--- src/hw/rtl/sjf_pkg.sv ---
// Shared types and constants for the shortest-job-first scheduler.
// No dependencies; sjf_core and the top level import this package.
`timescale 1ns / 1ps

package sjf_pkg;

  localparam int MAX_PROCS_DEF = 64;
  localparam int TIME_BITS_DEF = 16;

  localparam int IN_TIME_W  = 16;
  localparam int ID_W       = 7;
  localparam int OUT_TIME_W = 24;
  localparam int AVG_W      = 32;
  localparam int FRAC_W     = 8;

  localparam logic [OUT_TIME_W-1:0] TIME_MAX = '1;
  localparam logic [AVG_W-1:0]      AVG_MAX  = '1;

  typedef struct packed {
    logic [IN_TIME_W-1:0] arrival_time;
    logic [IN_TIME_W-1:0] burst_time;
    logic                 is_last;
  } in_item_t;

  typedef struct packed {
    logic [ID_W-1:0]       process_id;
    logic [OUT_TIME_W-1:0] start_time;
    logic [OUT_TIME_W-1:0] wait_time;
    logic [OUT_TIME_W-1:0] turnaround_time;
    logic [AVG_W-1:0]      avg_wait;
    logic [AVG_W-1:0]      avg_turnaround;
    logic [AVG_W-1:0]      avg_ratio;
    logic                  last_result;
  } out_item_t;

endpackage

--- src/hw/rtl/sjf_div.sv ---
// Restoring divider, one quotient bit per cycle, shared by all divisions.
// Depends on sjf_pkg only through the common file set; no types used.
`timescale 1ns / 1ps

module sjf_div #(
  parameter int DVD_W = 40,
  parameter int DVS_W = 16
) (
  input  logic             clk,
  input  logic             rst_n,
  input  logic             start,
  input  logic [DVD_W-1:0] dividend,
  input  logic [DVS_W-1:0] divisor,
  output logic             done,
  output logic [DVD_W-1:0] quotient
);

  localparam int CNT_W = $clog2(DVD_W + 1);

  logic [DVD_W-1:0] q_r;
  logic [DVS_W-1:0] rem_r;
  logic [DVS_W-1:0] dvs_r;
  logic [CNT_W-1:0] cnt_r;
  logic             busy_r;
  logic             done_r;

  logic [DVS_W:0]   sh;
  logic             ge;
  logic [DVS_W:0]   diff;

  always_comb begin
    sh   = {rem_r, q_r[DVD_W-1]};
    ge   = (sh >= {1'b0, dvs_r});
    diff = sh - {1'b0, dvs_r};
  end

  always_ff @(posedge clk) begin
    if (!rst_n) begin
      busy_r <= 1'b0;
      done_r <= 1'b0;
      cnt_r  <= '0;
    end else begin
      done_r <= 1'b0;
      if (start) begin
        busy_r <= 1'b1;
        cnt_r  <= CNT_W'(DVD_W);
        q_r    <= dividend;
        dvs_r  <= divisor;
        rem_r  <= '0;
      end else if (busy_r) begin
        // For a nonzero divisor the remainder stays below it, so its low bits suffice.
        rem_r <= ge ? diff[DVS_W-1:0] : sh[DVS_W-1:0];
        q_r   <= {q_r[DVD_W-2:0], ge};
        cnt_r <= cnt_r - 1'b1;
        if (cnt_r == CNT_W'(1)) begin
          busy_r <= 1'b0;
          done_r <= 1'b1;
        end
      end
    end
  end

  assign done     = done_r;
  assign quotient = q_r;

endmodule

--- src/hw/rtl/sjf_core.sv ---
// Process stores, scan sequencer and statistics for the SJF scheduler.
// Uses sjf_pkg types and the shared divider sjf_div.
`timescale 1ns / 1ps

module sjf_core import sjf_pkg::*; #(
  parameter int MAX_PROCS = MAX_PROCS_DEF,
  parameter int TIME_BITS = TIME_BITS_DEF
) (
  input  logic      clk,
  input  logic      rst_n,
  input  logic      in_valid,
  output logic      in_ready,
  input  in_item_t  in_data,
  output logic      res_valid,
  input  logic      res_ready,
  output out_item_t res_data
);

  localparam int CNT_W = $clog2(MAX_PROCS + 1);
  localparam int IDX_W = $clog2(MAX_PROCS);
  localparam int AW    = (TIME_BITS < IN_TIME_W) ? TIME_BITS : IN_TIME_W;
  localparam int TW    = AW + CNT_W + 1;
  localparam int RAT_W = TW + FRAC_W;
  localparam int SUM_W = RAT_W + CNT_W;
  localparam int DVD_W = SUM_W;
  localparam int DVS_W = (AW > CNT_W) ? AW : CNT_W;
  localparam int XW    = (TW > OUT_TIME_W) ? TW : OUT_TIME_W;
  localparam int YW    = (DVD_W > AVG_W) ? DVD_W : AVG_W;

  typedef enum logic [2:0] {
    S_LOAD, S_SCAN, S_PICK, S_RATIO, S_AVG, S_EMIT
  } state_t;

  state_t state_r;

  logic [AW-1:0]    arr_mem [MAX_PROCS];
  logic [AW-1:0]    bur_mem [MAX_PROCS];
  logic [AW-1:0]    arr_q_r, bur_q_r;
  logic [MAX_PROCS-1:0] flags_r;

  logic [CNT_W-1:0] cnt_r, ra_r, k_r;
  logic             p_vld_r;
  logic [IDX_W-1:0] p_idx_r;
  logic [TW-1:0]    cur_r;

  logic             fa_r, fe_r;
  logic [IDX_W-1:0] fa_idx_r, fe_idx_r;
  logic [AW-1:0]    fa_arr_r, fa_bur_r, fe_arr_r, fe_bur_r;

  logic [AW-1:0]    bur_r;
  logic [TW-1:0]    wait_r, tat_r;
  logic [SUM_W-1:0] sum_wait_r, sum_tat_r, sum_rat_r;
  logic [1:0]       avg_sel_r;
  out_item_t        res_r;

  logic             div_go_r;
  logic [DVD_W-1:0] dvd_r;
  logic [DVS_W-1:0] dvs_r;
  logic             div_done;
  logic [DVD_W-1:0] div_q;

  logic             mem_we;
  logic [IDX_W-1:0] raddr;
  logic             cand, arrived, upd_fa, upd_fe;
  logic [IDX_W-1:0] sel_idx;
  logic [AW-1:0]    sel_arr, sel_bur;
  logic [TW-1:0]    cur_eff, wait_c, tat_c;
  logic [XW-1:0]    start_x, wait_x, tat_x;
  logic [RAT_W-1:0] ratio;
  logic [SUM_W-1:0] sw_nxt, st_nxt, sr_nxt;
  logic [YW-1:0]    q_x;
  logic [AVG_W-1:0] avg_s;
  logic [CNT_W-1:0] k_nxt;

  sjf_div #(.DVD_W(DVD_W), .DVS_W(DVS_W)) u_div (
    .clk      (clk),
    .rst_n    (rst_n),
    .start    (div_go_r),
    .dividend (dvd_r),
    .divisor  (dvs_r),
    .done     (div_done),
    .quotient (div_q)
  );

  assign in_ready  = (state_r == S_LOAD);
  assign res_valid = (state_r == S_EMIT);
  assign res_data  = res_r;
  assign mem_we    = in_valid && in_ready && (cnt_r < CNT_W'(MAX_PROCS));
  assign raddr     = ra_r[IDX_W-1:0];

  always_ff @(posedge clk) begin
    if (mem_we) begin
      arr_mem[cnt_r[IDX_W-1:0]] <= in_data.arrival_time[AW-1:0];
      bur_mem[cnt_r[IDX_W-1:0]] <= in_data.burst_time[AW-1:0];
    end
    arr_q_r <= arr_mem[raddr];
    bur_q_r <= bur_mem[raddr];
  end

  always_comb begin
    // One scan pass tracks both the best arrived process and, in case none
    // has arrived yet, the shortest among those arriving earliest.
    cand    = p_vld_r && !flags_r[p_idx_r];
    arrived = (TW'(arr_q_r) <= cur_r);
    upd_fa  = cand && arrived && (!fa_r || (bur_q_r < fa_bur_r));
    upd_fe  = cand && (!fe_r || (arr_q_r < fe_arr_r) ||
                       ((arr_q_r == fe_arr_r) && (bur_q_r < fe_bur_r)));

    sel_idx = fa_r ? fa_idx_r : fe_idx_r;
    sel_arr = fa_r ? fa_arr_r : fe_arr_r;
    sel_bur = fa_r ? fa_bur_r : fe_bur_r;
    cur_eff = fa_r ? cur_r : TW'(fe_arr_r);
    wait_c  = cur_eff - TW'(sel_arr);
    tat_c   = wait_c + TW'(sel_bur);
    start_x = XW'(cur_eff);
    wait_x  = XW'(wait_c);
    tat_x   = XW'(tat_c);

    ratio  = (bur_r == '0) ? '0 : div_q[RAT_W-1:0];
    sw_nxt = sum_wait_r + SUM_W'(wait_r);
    st_nxt = sum_tat_r + SUM_W'(tat_r);
    sr_nxt = sum_rat_r + SUM_W'(ratio);
    k_nxt  = k_r + 1'b1;

    q_x   = YW'(div_q);
    avg_s = (q_x > YW'(AVG_MAX)) ? AVG_MAX : q_x[AVG_W-1:0];
  end

  always_ff @(posedge clk) begin
    if (!rst_n) begin
      state_r    <= S_LOAD;
      cnt_r      <= '0;
      flags_r    <= '0;
      cur_r      <= '0;
      k_r        <= '0;
      ra_r       <= '0;
      p_vld_r    <= 1'b0;
      fa_r       <= 1'b0;
      fe_r       <= 1'b0;
      div_go_r   <= 1'b0;
      avg_sel_r  <= '0;
      sum_wait_r <= '0;
      sum_tat_r  <= '0;
      sum_rat_r  <= '0;
    end else begin
      div_go_r <= 1'b0;
      unique case (state_r)
        S_LOAD: begin
          if (in_valid) begin
            if (mem_we) cnt_r <= cnt_r + 1'b1;
            if (in_data.is_last) begin
              state_r <= S_SCAN;
              cur_r   <= '0;
              k_r     <= '0;
              ra_r    <= '0;
              p_vld_r <= 1'b0;
              fa_r    <= 1'b0;
              fe_r    <= 1'b0;
            end
          end
        end
        S_SCAN: begin
          if (ra_r < cnt_r) begin
            ra_r    <= ra_r + 1'b1;
            p_vld_r <= 1'b1;
            p_idx_r <= raddr;
          end else begin
            p_vld_r <= 1'b0;
            if (!p_vld_r) state_r <= S_PICK;
          end
          if (upd_fa) begin
            fa_r     <= 1'b1;
            fa_idx_r <= p_idx_r;
            fa_arr_r <= arr_q_r;
            fa_bur_r <= bur_q_r;
          end
          if (upd_fe) begin
            fe_r     <= 1'b1;
            fe_idx_r <= p_idx_r;
            fe_arr_r <= arr_q_r;
            fe_bur_r <= bur_q_r;
          end
        end
        S_PICK: begin
          flags_r[sel_idx]      <= 1'b1;
          cur_r                 <= cur_eff;
          bur_r                 <= sel_bur;
          wait_r                <= wait_c;
          tat_r                 <= tat_c;
          res_r.process_id      <= ID_W'({1'b0, sel_idx} + 1'b1);
          res_r.start_time      <= (start_x > XW'(TIME_MAX)) ? TIME_MAX
                                                             : start_x[OUT_TIME_W-1:0];
          res_r.wait_time       <= (wait_x > XW'(TIME_MAX)) ? TIME_MAX
                                                            : wait_x[OUT_TIME_W-1:0];
          res_r.turnaround_time <= (tat_x > XW'(TIME_MAX)) ? TIME_MAX
                                                           : tat_x[OUT_TIME_W-1:0];
          res_r.avg_wait        <= '0;
          res_r.avg_turnaround  <= '0;
          res_r.avg_ratio       <= '0;
          res_r.last_result     <= 1'b0;
          div_go_r              <= 1'b1;
          dvd_r                 <= DVD_W'({tat_c, FRAC_W'(0)});
          dvs_r                 <= DVS_W'(sel_bur);
          state_r               <= S_RATIO;
        end
        S_RATIO: begin
          if (div_done) begin
            sum_wait_r <= sw_nxt;
            sum_tat_r  <= st_nxt;
            sum_rat_r  <= sr_nxt;
            cur_r      <= cur_r + TW'(bur_r);
            k_r        <= k_nxt;
            if (k_nxt == cnt_r) begin
              // Last decision: the three averages reuse the divider in turn.
              state_r   <= S_AVG;
              avg_sel_r <= '0;
              div_go_r  <= 1'b1;
              dvd_r     <= sw_nxt << FRAC_W;
              dvs_r     <= DVS_W'(cnt_r);
            end else begin
              state_r <= S_EMIT;
            end
          end
        end
        S_AVG: begin
          if (div_done) begin
            case (avg_sel_r)
              2'd0: begin
                res_r.avg_wait <= avg_s;
                avg_sel_r      <= 2'd1;
                div_go_r       <= 1'b1;
                dvd_r          <= sum_tat_r << FRAC_W;
              end
              2'd1: begin
                res_r.avg_turnaround <= avg_s;
                avg_sel_r            <= 2'd2;
                div_go_r             <= 1'b1;
                dvd_r                <= sum_rat_r;
              end
              default: begin
                res_r.avg_ratio   <= avg_s;
                res_r.last_result <= 1'b1;
                state_r           <= S_EMIT;
              end
            endcase
          end
        end
        S_EMIT: begin
          if (res_ready) begin
            if (res_r.last_result) begin
              state_r    <= S_LOAD;
              cnt_r      <= '0;
              flags_r    <= '0;
              sum_wait_r <= '0;
              sum_tat_r  <= '0;
              sum_rat_r  <= '0;
            end else begin
              state_r <= S_SCAN;
              ra_r    <= '0;
              p_vld_r <= 1'b0;
              fa_r    <= 1'b0;
              fe_r    <= 1'b0;
            end
          end
        end
        default: state_r <= S_LOAD;
      endcase
    end
  end

endmodule

--- src/hw/rtl/sjf_nonpreemptive_scheduler_top.sv ---
// Top level of the non-preemptive shortest-job-first scheduler.
// Depends on sjf_pkg, sjf_core and sjf_div.
//
//  Channel   Ports                          Moves
//  input     in_valid, in_ready, in_data    one process (arrival, burst, is_last)
//  result    out_valid, out_ready, out_data one scheduled process, averages on last
//
// Loading takes one item per cycle. After the item with is_last, each decision
// is a scan of the store and a pick, then a division in the shared bit-serial
// divider and the hand-over of the result (DVD_W is 39 bits at the defaults).
// The final result adds three more divisions. Reset is synchronous and clears
// all control state. A stalled result holds in the output register and stalls
// the sequencer.
`timescale 1ns / 1ps

module sjf_nonpreemptive_scheduler_top import sjf_pkg::*; #(
  parameter int MAX_PROCS = MAX_PROCS_DEF,
  parameter int TIME_BITS = TIME_BITS_DEF
) (
  input  logic      clk,
  input  logic      rst_n,
  input  logic      in_valid,
  output logic      in_ready,
  input  in_item_t  in_data,
  output logic      out_valid,
  input  logic      out_ready,
  output out_item_t out_data
);

  logic      res_valid, res_ready;
  out_item_t res_data;
  logic      out_valid_r;
  out_item_t out_data_r;

  sjf_core #(.MAX_PROCS(MAX_PROCS), .TIME_BITS(TIME_BITS)) u_core (
    .clk       (clk),
    .rst_n     (rst_n),
    .in_valid  (in_valid),
    .in_ready  (in_ready),
    .in_data   (in_data),
    .res_valid (res_valid),
    .res_ready (res_ready),
    .res_data  (res_data)
  );

  assign res_ready = !out_valid_r || out_ready;

  always_ff @(posedge clk) begin
    if (!rst_n) begin
      out_valid_r <= 1'b0;
    end else begin
      if (res_valid && res_ready) begin
        out_valid_r <= 1'b1;
        out_data_r  <= res_data;
      end else if (out_ready) begin
        out_valid_r <= 1'b0;
      end
    end
  end

  assign out_valid = out_valid_r;
  assign out_data  = out_data_r;

  // The sequencer never offers a result while it is still loading.
  a_no_result_in_load: assert property (@(posedge clk) disable iff (!rst_n)
    !(in_ready && res_valid))
    else $error("result offered during load");

  // Closing the set stops loading on the next cycle.
  a_last_closes: assert property (@(posedge clk) disable iff (!rst_n)
    (in_valid && in_ready && in_data.is_last) |=> !in_ready)
    else $error("input still taken after last item");

  // Averages are only carried by the final result.
  a_avg_last_only: assert property (@(posedge clk) disable iff (!rst_n)
    (out_valid && !out_data.last_result) |->
      (out_data.avg_wait == '0 && out_data.avg_turnaround == '0 &&
       out_data.avg_ratio == '0))
    else $error("averages on a non-final result");

endmodule
--- config.mk ---
export PLATFORM = sky130hd
export DESIGN_NAME = sjf_nonpreemptive_scheduler_top
export DESIGN_NICKNAME = d
export VERILOG_FILES = /design/src/hw/rtl/sjf_pkg.sv /design/src/hw/rtl/sjf_div.sv /design/src/hw/rtl/sjf_core.sv /design/src/hw/rtl/sjf_nonpreemptive_scheduler_top.sv
export SDC_FILE = /design/constraint.sdc
export NUM_CORES = 2
export LEC_CHECK = 0
export ABC_AREA = 0
export BUFFER_PORTS_ARGS = -buffer_cell sky130_fd_sc_hd__buf_4
export CAP_MARGIN = 20
export CORE_ASPECT_RATIO = 0.8
export CORE_MARGIN = 2
export CORE_UTILIZATION = 60
export CTS_CLUSTER_SIZE = 28
export DETAILED_ROUTE_END_ITERATION = 8
export PLACE_DENSITY_LB_ADDON = 0.12
export SLEW_MARGIN = 20
export SYNTH_ARGS = -nofsm -noshare
export SYNTH_HDL_FRONTEND = slang
export SYNTH_SLANG_ARGS = --single-unit
--- constraint.sdc ---
create_clock -name clk -period 8.3 [get_ports clk]
set_input_delay 0.83 -clock clk [delete_from_list [all_inputs] [get_ports clk]]
set_output_delay 0.83 -clock clk [all_outputs]
set_load 0.01 [all_outputs]
==> Implementation_results.wiki <==
{| class="wikitable"
! Metric !! Value
|-
| Worst supply voltage drop on vdd || 216 uV
|-
| Seq/Total Area, Yosys || 0.719
|-
| Crit Reg-Reg Endpoint || u_core.dvd_r[25]
|-
| Placement row count || 146
|-
| Cell taking the most area after synthesis || edfxtp_1
|-
| F_max || 172 MHz
|-
| Transition time at the pin with the least slew margin || 1.16 ns
|-
| Detailed Route Iter0 Violations || between 8,000 and 9,000
|-
| Effective utilization at floorplan || 0.602
|-
| First-pass GRT wire length || 436,000 um
|-
| Setup fix buffers added after clock tree synthesis || 0
|-
| Resized cells post-CTS || 0
|-
| Time the final worst path needs with I/O delays and setup || 5.80 ns
|-
| Slew headroom || 0.221
|-
| Num Clock Sinks || 2,932
|-
| Startpoint Class || flop
|-
| Endpoint class of the critical path || flop
|-
| Number of buffers created by CTS || approximately 290
|-
| Synth async-reset ratio || 0
|-
| GPL Wtd Cong || about 0.9
|-
| Global-route congestion overflow total || 0
|-
| Number of placed instances with taps included || ~9,000
|-
| Proportion of netlist area held by the largest area contributor || 0.676
|-
| Post-CTS clock slew at the launch and capture registers of the worst setup and hold paths || 0.06 ns
|-
| Critical Path RT || 8.95 ns
|-
| Width of the die || 501 um
|-
| Number of routed nets with antenna violations || 0
|-
| Count of yosys warnings during synthesis || 0
|-
| Overall die area || between 200,000 and 250,000 um2
|-
| Number of instances in the synthesized netlist || about 6,500
|-
| Average detailed-routed wire length per instance || 31.6 um
|-
| Worst hold start || u_core.res_data[41]
|-
| Number of synthesized register bits || around 2,900
|-
| Vertical die dimension || approximately 400 um
|-
| Synthesized area divided by synthesized cell count || 18.4 um2
|-
| Vias in the first global route || ~60,000
|-
| Depth of the most critical reg-to-reg path || 18
|-
| Critical path data arrival time || 6.46 ns
|-
| Number of H-tree levels || 5
|-
| Number of I/O port buffers || approximately 210
|-
| Commonest register cell after synthesis || edfxtp_1
|-
| Lkg Pwr || 43.4 nW
|-
| Hpwl dp || around 180,000 um
|-
| Setup tns final || 0 ns
|-
| Hold WC Path Type || flop to flop
|-
| TritonCTS clock tree || built
|-
| End point of the critical path || u_core.dvd_r[25]
|-
| Buffer levels on the longest clock path || 4
|-
| Total via count in the routed design || 64,000
|-
| DRC violation count after routing || 0
|-
| Layout net count || 7,068
|-
| Kind of critical path || flop to flop
|-
| Total routing resource utilization after global routing || 0.302
|-
| Core Footprint || between 150,000 and 200,000 um2
|-
| Met2 routing resource usage after global routing || 0.426
|-
| Wire length reported by the detailed router || 304,000 um
|-
| Maximum capacitance violations || 0
|-
| Average via count per standard cell || 6.65
|-
| Ratio of final minimum period to clock period || 0.699
|-
| Hold violation total from the final report || 0
|-
| Filler cell count in the final layout || ~13,000
|-
| GR Util met3 || 0.0829
|-
| Final Setup Violations || 0
|-
| Post-synth design cell area || 119,000 um2
|-
| Initial antenna violation count || 26
|-
| Critical path origin || u_core.fa_r
|-
| Post-synthesis net count || 6,723
|-
| Count of different cell masters after synthesis || 96
|-
| CP Max Fanout || 74
|-
| Root buf cell || clkbuf_16
|-
| Number of flops mapped to enable cells by yosys || roughly 2,700
|-
| Most Crowded Layer GR || met1
|-
| Setup clock skew after layout || 0.0454 ns
|-
| R2R Path Start || u_core.fa_r
|-
| Clk_lat worst skew || roughly 0.9 ns
|-
| Fraction of final layout cells with drive strength greater than 1 || 0.228
|-
| I/O pin total || 215
|-
| Pin count of the biggest net entering global routing || 139
|-
| Final count of pins violating max slew || 0
|-
| Number of buffers inserted for hold repair after clock tree synthesis || 0
|-
| Largest cells by area after synthesis || edfxtp_1 (68%), mux4_2 (13%), dfxtp_1 (4.4%)
|-
| Post-route insts no fill || 9,612
|-
| Layout overhead on the synthesized area || 12.3%
|-
| Power density over the cells || 254 nW/um2
|-
| Register-to-register setup slack || 2.50 ns
|-
| Run status || finished, final reports clean
|-
| Setup repair after global routing missed its margin || false
|-
| Global Route met1 Usage || 0.476
|-
| First drt pass iteration count || 6
|}
[report_power, final]
part           total, mW  leakage, nW  internal, mW  switching [mW]
logic               4.01         12.6          1.74            2.26
registers           17.0         26.3          16.6           0.335
clock network       12.9         4.46          7.51            5.38
[worst max-delay path, stage by stage (launching register included)]
cell and delay (ns):
dfxtp_4 0.69, buf_4 0.68, nor2_1 0.19, a21o_1 0.22
ha_1 0.45, nand2_1 0.17, nor2_1 0.22, o211ai_1 0.27
and3_1 0.28, nor3b_1 0.27, nor2_1 0.12, xnor2_1 0.16
ha_1 0.34, nor2_1 0.14, o21ai_0 0.09, a31oi_1 0.54
nor3b_1 0.19, xor2_1 0.20, a221o_1 0.32
[flip-flops by register name, summed over array words and instances (netlist names), 31 cells and up]
register,count
out_data,176
u_core.arr_mem,1024
u_core.sum_rat_r,39
u_core.res_data,176
u_core.bur_mem,1024
u_core.u_div.quotient,39
u_core.flags_r,64
u_core.sum_wait_r,31
u_core.sum_tat_r,31
u_core.dvd_r,39
[cells in the final DEF, fill, tap and decap left out, types with 145 or more instances in the layout]
cell type	count
xnor2_1	145
a21oi_1	231
dfxtp_1	252
nor2_1	320
nand2_1	225
inv_1	155
edfxtp_1	2672
clkbuf_16	300
ha_1	215
mux4_2	693
buf_4	331
[worst min path at each step]
stage | to | slack [ns] | depth (start not counted)
finish | out_data[41] | 0.41 | 0
global route | out_data[41] | 0.42 | 0
CTS | u_core.arr_mem[33][8] | 0.39 | 1
detailed placement | out_data[10] | 0.40 | 0
global placement | u_core.u_div.dvs_r[3] | 0.40 | 0
floorplan | out_data[100] | 0.40 | 0
[stage by stage]
step                hold slack, ns  utilization  worst slack, ns  instance area, um2  total power, mW
finish                       0.413        0.676             2.50              133000             33.9
global route                 0.420        0.676             2.24              133000             34.9
CTS                          0.387        0.676             2.68              133000             34.0
detailed placement           0.405        0.629             2.68              124000             21.2
global placement             0.401        0.629             2.76              124000             21.2
floorplan                    0.400            -             2.16              119000             19.9
[layer usage]
layer	vias to the layer above	share of wire
met5	-	0.00020
met3	462	0.12
li1	26600	-
met2	3544	0.44
met4	10	0.023
met1	33300	0.42
[Yosys cell counts, types with 34 or more instances]
library cell     n
a21o_1         104
a21oi_1        233
a22oi_1         55
a31oi_1         34
and2_1          64
and3_1          41
buf_1           61
clkbuf_1       218
dfxtp_1        260
edfxtp_1      2672
ha_1           215
inv_1          155
mux2_2          45
mux2i_1         44
mux4_2         693
nand2_1        228
nand3_1         57
nor2_1         386
nor2b_1         88
o21ai_0        143
xnor2_1        145
xor2_1          51
[cells by family after synthesis]
group / after synthesis / share of synthesized area
mux: 782 / 0.139
buf+inv: 449 / 0.0144
simple gates: 1044 / 0.0421
flops: 2932 / 0.719
xor+xnor: 198 / 0.0147
fa+ha+maj: 227 / 0.0243
compound gates: 832 / 0.0458
[cell type report]
class                           count  area [um2]  share of cell area
Clock inverter                    129        1320             0.00988
Inverter                          159         602             0.00451
Clock buffer                      373        7850              0.0589
Timing Repair Buffer              340        2660              0.0199
Sequential cell                  2932       85500               0.641
Antenna cell                        6        15.0            0.000113
Tap cell                         2590        3240              0.0243
Multi-Input combinational cell   3083       32200               0.241
Note: power is estimated with default switching activity, not from simulation.
